**src/sv/fmprt_pkg.sv**
```systemverilog
// ----------------------------------------------------------------------------
// fmprt_pkg
// Types and codes of the first-match policy rule table.
// ----------------------------------------------------------------------------
package fmprt_pkg;

  localparam logic OP_ADD   = 1'b0;
  localparam logic OP_CHECK = 1'b1;

  localparam logic [1:0] ACT_ALLOW = 2'd0;
  localparam logic [1:0] ACT_DENY  = 2'd1;
  localparam logic [1:0] ACT_AUDIT = 2'd2;

  // One stored rule; also the payload of an incoming transfer.
  typedef struct packed {
    logic [1:0] action;
    logic       dst_any;
    logic [7:0] dst;
    logic       src_any;
    logic [7:0] src;
    logic [2:0] kind;
  } rule_t;

  typedef struct packed {
    logic       audit_event;
    logic       rule_matched;
    logic [1:0] decision;
    logic       add_status;
  } result_t;

  localparam int RULE_W = $bits(rule_t);

endpackage

```
**src/sv/first_match_policy_rule_table.sv**
```systemverilog
// ----------------------------------------------------------------------------
// first_match_policy_rule_table
// First-match zone access rule table with wildcards, deny by default.
// ----------------------------------------------------------------------------
// Usage:
//   Input stream s_*: one transfer per request. s_tuser[0] is the opcode
//   (0 add rule, 1 check). An add appends the rule to the table; a full
//   table drops it and reports add_status 1. A check between equal zones is
//   allowed at once; otherwise rules are searched in insertion order and the
//   first hit decides, with deny plus an audit flag when nothing hits.
//   Output stream m_*: exactly one result transfer per input transfer.
// Sequencing:
//   An add, a same-zone check and a check on an empty table go straight to
//   the sequencer's result register, then to the output register. Other
//   checks first scan the rule RAM from entry 0 up to the first hit, or
//   through all stored rules when nothing hits, before the result is
//   registered. The rule RAM read port fetches one entry per cycle.
//   One request is in flight at a time; a new one is taken once the prior
//   result has moved into the output register, even while that waits.
// Reset: rule count cleared, both streams empty. RAM contents are not cleared;
//   only entries below the count are ever used.
// Stall: a held m_tvalid keeps m_tdata; the sequencer waits with its result
//   and s_tready stays low until the output register frees.
// ----------------------------------------------------------------------------
module first_match_policy_rule_table #(
  parameter int RULE_SLOTS = 64
) (
  input  logic       clk,
  input  logic       rst,
  input  logic       s_tvalid,
  output logic       s_tready,
  // [2:0] operation_kind, [10:3] source_zone, [11] source_any,
  // [19:12] dest_zone, [20] dest_any, [22:21] rule_action, [23] zero
  input  logic [23:0] s_tdata,
  // [0] opcode
  input  logic [0:0] s_tuser,
  output logic       m_tvalid,
  input  logic       m_tready,
  // [0] add_status, [2:1] decision, [3] rule_matched, [4] audit_event,
  // [7:5] zero
  output logic [7:0] m_tdata
);
  import fmprt_pkg::*;

  localparam int ADDR_W = (RULE_SLOTS > 1) ? $clog2(RULE_SLOTS) : 1;

  rule_t              in_rule;
  result_t            res;
  result_t            out_res;
  logic               res_valid;
  logic               res_ready;
  logic               ram_we;
  logic [ADDR_W-1:0]  ram_waddr;
  logic [ADDR_W-1:0]  ram_raddr;
  logic [RULE_W-1:0]  ram_wdata;
  logic [RULE_W-1:0]  ram_rdata;

  assign in_rule = rule_t'(s_tdata[RULE_W-1:0]);

  fmprt_scan #(
    .RULE_SLOTS (RULE_SLOTS)
  ) u_scan (
    .clk       (clk),
    .rst       (rst),
    .in_valid  (s_tvalid),
    .in_ready  (s_tready),
    .in_opcode (s_tuser[0]),
    .in_rule   (in_rule),
    .res_valid (res_valid),
    .res_ready (res_ready),
    .res       (res),
    .ram_we    (ram_we),
    .ram_waddr (ram_waddr),
    .ram_wdata (ram_wdata),
    .ram_raddr (ram_raddr),
    .ram_rdata (ram_rdata)
  );

  // rule storage: written by adds, read one entry per scan cycle
  fmprt_ram #(
    .WIDTH (RULE_W),
    .DEPTH (RULE_SLOTS)
  ) u_rules (
    .clk   (clk),
    .we    (ram_we),
    .waddr (ram_waddr),
    .wdata (ram_wdata),
    .raddr (ram_raddr),
    .rdata (ram_rdata)
  );

  // output register: free when empty or being drained this cycle
  assign res_ready = !m_tvalid || m_tready;

  always_ff @(posedge clk) begin
    if (rst) begin
      m_tvalid <= 1'b0;
    end else if (res_valid && res_ready) begin
      m_tvalid <= 1'b1;
    end else if (m_tready) begin
      m_tvalid <= 1'b0;
    end
    if (res_valid && res_ready) begin
      out_res <= res;
    end
  end

  assign m_tdata = {3'b000, out_res};

endmodule

```
**src/sv/fmprt_ram.sv**
```systemverilog
// ----------------------------------------------------------------------------
// fmprt_ram
// Generic simple dual-port RAM, one write and one registered read port.
// ----------------------------------------------------------------------------
module fmprt_ram #(
  parameter int WIDTH = 8,
  parameter int DEPTH = 64,
  localparam int ADDR_W = (DEPTH > 1) ? $clog2(DEPTH) : 1
) (
  input  logic              clk,
  input  logic              we,
  input  logic [ADDR_W-1:0] waddr,
  input  logic [WIDTH-1:0]  wdata,
  input  logic [ADDR_W-1:0] raddr,
  output logic [WIDTH-1:0]  rdata
);

  logic [WIDTH-1:0] mem [DEPTH];

  always_ff @(posedge clk) begin
    if (we) begin
      mem[waddr] <= wdata;
    end
    rdata <= mem[raddr];
  end

endmodule

```
**src/sv/fmprt_scan.sv**
```systemverilog
// ----------------------------------------------------------------------------
// fmprt_scan
// Sequencer: appends rules and scans the rule RAM one entry per cycle.
// ----------------------------------------------------------------------------
module fmprt_scan #(
  parameter int RULE_SLOTS = 64,
  localparam int ADDR_W = (RULE_SLOTS > 1) ? $clog2(RULE_SLOTS) : 1,
  localparam int CNT_W  = $clog2(RULE_SLOTS + 1)
) (
  input  logic                       clk,
  input  logic                       rst,
  input  logic                       in_valid,
  output logic                       in_ready,
  input  logic                       in_opcode,
  input  fmprt_pkg::rule_t           in_rule,
  output logic                       res_valid,
  input  logic                       res_ready,
  output fmprt_pkg::result_t         res,
  output logic                       ram_we,
  output logic [ADDR_W-1:0]          ram_waddr,
  output logic [fmprt_pkg::RULE_W-1:0] ram_wdata,
  output logic [ADDR_W-1:0]          ram_raddr,
  input  logic [fmprt_pkg::RULE_W-1:0] ram_rdata
);
  import fmprt_pkg::*;

  typedef enum logic [2:0] {
    ST_IDLE = 3'b001,
    ST_SCAN = 3'b010,
    ST_HOLD = 3'b100
  } state_t;

  state_t           state, state_next;
  logic [CNT_W-1:0] used, used_next;
  logic [ADDR_W-1:0] idx, idx_next;
  logic [2:0]       req_kind, req_kind_next;
  logic [7:0]       req_src, req_src_next;
  logic [7:0]       req_dst, req_dst_next;
  result_t          res_next;

  rule_t            entry;
  rule_t            new_rule;
  logic             full;
  logic             hit;
  logic             last;
  logic [CNT_W-1:0] idx_inc;

  assign entry   = rule_t'(ram_rdata);
  assign full    = (used == CNT_W'(RULE_SLOTS));
  assign idx_inc = CNT_W'(idx) + CNT_W'(1);
  assign last    = (idx_inc == used);
  assign hit     = (entry.kind == req_kind)
                && (entry.src_any || entry.src == req_src)
                && (entry.dst_any || entry.dst == req_dst);

  always_comb begin
    new_rule = in_rule;
    // undefined action code is stored as deny
    if (in_rule.action > ACT_AUDIT) begin
      new_rule.action = ACT_DENY;
    end
  end

  assign in_ready  = (state == ST_IDLE);
  assign res_valid = (state == ST_HOLD);
  assign ram_wdata = new_rule;
  assign ram_waddr = used[ADDR_W-1:0];

  always_comb begin
    state_next    = state;
    used_next     = used;
    idx_next      = idx;
    req_kind_next = req_kind;
    req_src_next  = req_src;
    req_dst_next  = req_dst;
    res_next      = res;
    ram_we        = 1'b0;
    ram_raddr     = '0;
    case (state)
      ST_IDLE: begin
        idx_next      = '0;
        req_kind_next = in_rule.kind;
        req_src_next  = in_rule.src;
        req_dst_next  = in_rule.dst;
        if (in_valid) begin
          res_next   = '0;
          state_next = ST_HOLD;
          if (in_opcode == OP_ADD) begin
            if (full) begin
              res_next.add_status = 1'b1;
            end else begin
              ram_we    = 1'b1;
              used_next = used + CNT_W'(1);
            end
          end else if (in_rule.src == in_rule.dst) begin
            res_next.decision = ACT_ALLOW;
          end else if (used == '0) begin
            res_next.decision    = ACT_DENY;
            res_next.audit_event = 1'b1;
          end else begin
            // entry 0 is read now, data arrives in the first scan cycle
            state_next = ST_SCAN;
          end
        end
      end
      ST_SCAN: begin
        ram_raddr = ADDR_W'(idx_inc);
        idx_next  = ADDR_W'(idx_inc);
        if (hit) begin
          res_next.decision     = entry.action;
          res_next.rule_matched = 1'b1;
          res_next.audit_event  = (entry.action == ACT_AUDIT);
          state_next            = ST_HOLD;
        end else if (last) begin
          res_next.decision    = ACT_DENY;
          res_next.audit_event = 1'b1;
          state_next           = ST_HOLD;
        end
      end
      ST_HOLD: begin
        if (res_ready) begin
          state_next = ST_IDLE;
        end
      end
      default: begin
        state_next = ST_IDLE;
      end
    endcase
  end

  always_ff @(posedge clk) begin
    if (rst) begin
      state <= ST_IDLE;
      used  <= '0;
    end else begin
      state <= state_next;
      used  <= used_next;
    end
    idx      <= idx_next;
    req_kind <= req_kind_next;
    req_src  <= req_src_next;
    req_dst  <= req_dst_next;
    res      <= res_next;
  end

endmodule

```
**config.mk**
```make
export PLATFORM = sky130hd
export DESIGN_NAME = first_match_policy_rule_table
export DESIGN_NICKNAME = d
export VERILOG_FILES = /design/src/sv/fmprt_pkg.sv /design/src/sv/first_match_policy_rule_table.sv /design/src/sv/fmprt_ram.sv /design/src/sv/fmprt_scan.sv
export SDC_FILE = /design/constraint.sdc
export NUM_CORES = 2
export LEC_CHECK = 0
export CAP_MARGIN = 20
export CORE_ASPECT_RATIO = 1.25
export CORE_MARGIN = 1.5
export CORE_UTILIZATION = 57
export DETAILED_ROUTE_END_ITERATION = 6
export DONT_BUFFER_PORTS = 1
export PLACE_DENSITY = 0.75
export SLEW_MARGIN = 40
export SYNTH_ARGS = -nofsm -noshare
export SYNTH_HDL_FRONTEND = slang
export SYNTH_HIERARCHICAL = 1
export SYNTH_SLANG_ARGS = --single-unit
export TNS_END_PERCENT = 5
```
**constraint.sdc**
```tcl
create_clock -name clk -period 3.33 [get_ports clk]
set_input_delay 0.333 -clock clk [delete_from_list [all_inputs] [get_ports clk]]
set_output_delay 0.333 -clock clk [all_outputs]
set_load 0.02 [all_outputs]
```
==> results.json <==
{
  "dpl_worst_slack_ps": 181,
  "worst-path-max-fanout": 38,
  "worstSkewPairLatency_ps": 780,
  "areaGrowthSynthToFinish_pct": 13.0,
  "arrival_ps": 3890,
  "nFillCells": 6204,
  "initial_core_util": 0.577,
  "power_mw": 37.5,
  "drtAntennaViolNets": 0,
  "finalNonFillerCells": 4297,
  "status": "finished clean",
  "fin_worst_skew_ps": 29.0,
  "die_h_um": 363,
  "syn_area_um2": 59200,
  "clock-sinks": 1541,
  "nNetsFinal": 2889,
  "register_area_um2": 45900,
  "synth_top_area_cell": "edfxtp_1",
  "die_area_um2": 106000,
  "yosys.area_share.xor_xnor": 0.00666,
  "io_buffers": 0,
  "vias_per_cell": 6.65,
  "die_w_um": 291,
  "worstMarginPinSlew_ps": 846,
  "drcViolationCount": 0,
  "critical_path_required_ps": 3940,
  "root_buffer": "clkbuf_16",
  "clockBufferDepth": 3,
  "grt_overflow": 0,
  "fp-row-count": 131,
  "synth.avg_cell_area_um2": 22.2,
  "hold_class": "input pin to register",
  "track_usage": 0.273,
  "cts_max_level": 4,
  "synth_top_family_by_area": "multiplexers",
  "power_density_nw_per_um2": 561,
  "async_reset_ff_frac": 0,
  "hold_viol": 0,
  "max_freq_ghz": 0.305,
  "grt_max_degree": 66,
  "gp_congestion": 0.846,
  "layout_commonest_cell": "edfxtp_1",
  "yosys.area_share.simple": 0.0199,
  "ys_types": 54,
  "dpl_cell_area_um2": 61700,
  "hold_ws_ps": 181,
  "synth-seq-cells": 1541,
  "stdcell_area_um2": 66800,
  "clk_pin_slew_worst_paths_ps": 60,
  "drive_above_1_share": 0.285,
  "yosys_most_used_dff": "edfxtp_1",
  "setup_viol": 0,
  "startpoint_type": "register",
  "finalMaxSlewViolations": 0,
  "antenna_found_initial": 12,
  "synth_compound_area_frac": 0.0246,
  "cts_tree": "built",
  "multi_input_area_um2": 12500,
  "synthAdderAreaFrac": 0.000635,
  "tns_ps": 0,
  "wl_um": 141000,
  "numCtsBuffers": 138,
  "first_iter_violations": 3490,
  "grt_pass1_vias": 29500,
  "grt_setup_unrepaired": "false",
  "ioPinCount": 39,
  "worstSetupPathType": "register to register",
  "period_minus_slack_ps": 3280,
  "setup_slack_ps": 51.1,
  "final_cell_mix": "edfxtp_1, mux4_2, buf_4",
  "vias": 28600,
  "critical_path.endpoint_type": "register",
  "ys_top_cells_by_area": "edfxtp_1, mux4_2, mux2i_1",
  "synth_edf_count": 1507,
  "dp.cells": 3998,
  "synth_top_area_share": 0.765,
  "grt_pass1_wl_um": 205000,
  "yosysSeqAreaShare": 0.777,
  "ir_drop_mv": 0.490,
  "dp_hpwl_um": 75600,
  "ys_warn_count": 6,
  "coreArea_um2": 102000,
  "worst_slew_margin_rel": 0.436,
  "avgRoutedWirePerCell_um": 32.9,
  "max_cap_viol_count": 0,
  "synth_cells": 2661,
  "finalCritPeriodShare": 0.985,
  "utilization": 0.652,
  "synthMuxAreaShare": 0.155,
  "power.static_leakage_nw": 20.3,
  "drtPass1Iterations": 5
}
-- area by class of cell --
type                    instances  share of cell area
clock buffers                 187              0.0560
inverters                       8            0.000449
well taps                    1330              0.0249
diodes                          3            0.000112
repair buffers                222              0.0369
multi-input cells             946               0.187
clock inverters                60             0.00766
flip-flops and latches       1541               0.687
-- critical path, cell delays in order, from the launching register on --
cell      delay (ps)
edfxtp_1         410
ha_1             340
and3_4           590
buf_12           340
nor2b_2           90
buf_4            220
a22o_1           240
a221oi_1         680
a211oi_1         170
-- synth_stat cells (5+ instances only) --
| library cell | instances |
|---|---|
| mux2i_1 | 71 |
| o21ai_0 | 23 |
| inv_1 | 8 |
| nor2b_1 | 13 |
| a22oi_1 | 49 |
| a211o_1 | 5 |
| nor4_1 | 8 |
| o221ai_1 | 11 |
| buf_4 | 71 |
| clkbuf_1 | 66 |
| o21ai_1 | 6 |
| nor2_1 | 96 |
| nand2_1 | 29 |
| nand2b_1 | 6 |
| buf_2 | 18 |
| a221oi_1 | 22 |
| nor3_1 | 12 |
| buf_1 | 7 |
| buf_6 | 6 |
| nand3_1 | 37 |
| a22o_1 | 23 |
| mux4_2 | 368 |
| nand3b_1 | 10 |
| dfxtp_1 | 34 |
| a211oi_1 | 17 |
| edfxtp_1 | 1507 |
| xor2_1 | 35 |
| mux2_2 | 14 |
| a21oi_1 | 27 |
| xnor2_1 | 10 |
| and3_1 | 10 |
| o22ai_1 | 7 |
-- logic make-up (layout without fill, tap and decap cells) --
kind of cell	Yosys count	count (layout)
AOI/OAI and AO/OA	201	201
xor gates and xnor gates	45	45
adders and majority gates	3	3
buffers and inverters	176	477
DFF	1541	1541
muxes	453	453
other	1	6
and+or+nand+nor	241	241
-- metal layers --
metal	up-vias	global-route usage	routed length (um)
li1	11600	-	-
met1	15000	0.340	48500
met2	1670	0.457	72300
met3	359	0.0587	13100
met4	4	0.135	7230
met5	-	0	26
-- report_power, final --
group          leakage, nW  internal (mW)  switching (mW)
Clock                 2.07           8.45            6.77
Sequential            13.8           21.4          0.0518
Combinational         4.43          0.249           0.614
-- sequential cells by signal, summed over array words and instances, names as in the netlist, 3 cells and up --
register and flops:
u_scan/res 5, u_scan/used 7, u_scan/req_kind 3, u_rules/mem 1472
u_scan/idx 6, u_scan/req_dst 8, u_scan/state 3, u_rules/rdata 23
u_scan/req_src 8, m_tdata 5
-- repair_timing --
item / in CTS / in global routing
endpoints found under the hold margin: 1448 / 0
setup buffers: 0 / 0
gates resized for setup: 0 / 2
setup endpoints to repair: 0 / 1
hold buffers: 49 / 0
-- worst paths after layout --
path	from	to	slack, ps	cells past startpoint
min	s_tdata[21]	u_rules/mem[14][22]	180	2
max reg2reg	u_scan/idx[1]	u_rules/rdata[22]	50	8
min reg2reg	u_scan/res[2]	m_tdata[2]	430	0
max	u_scan/idx[1]	u_rules/rdata[22]	50	8
Note: power is estimated with default switching activity, not from simulation.
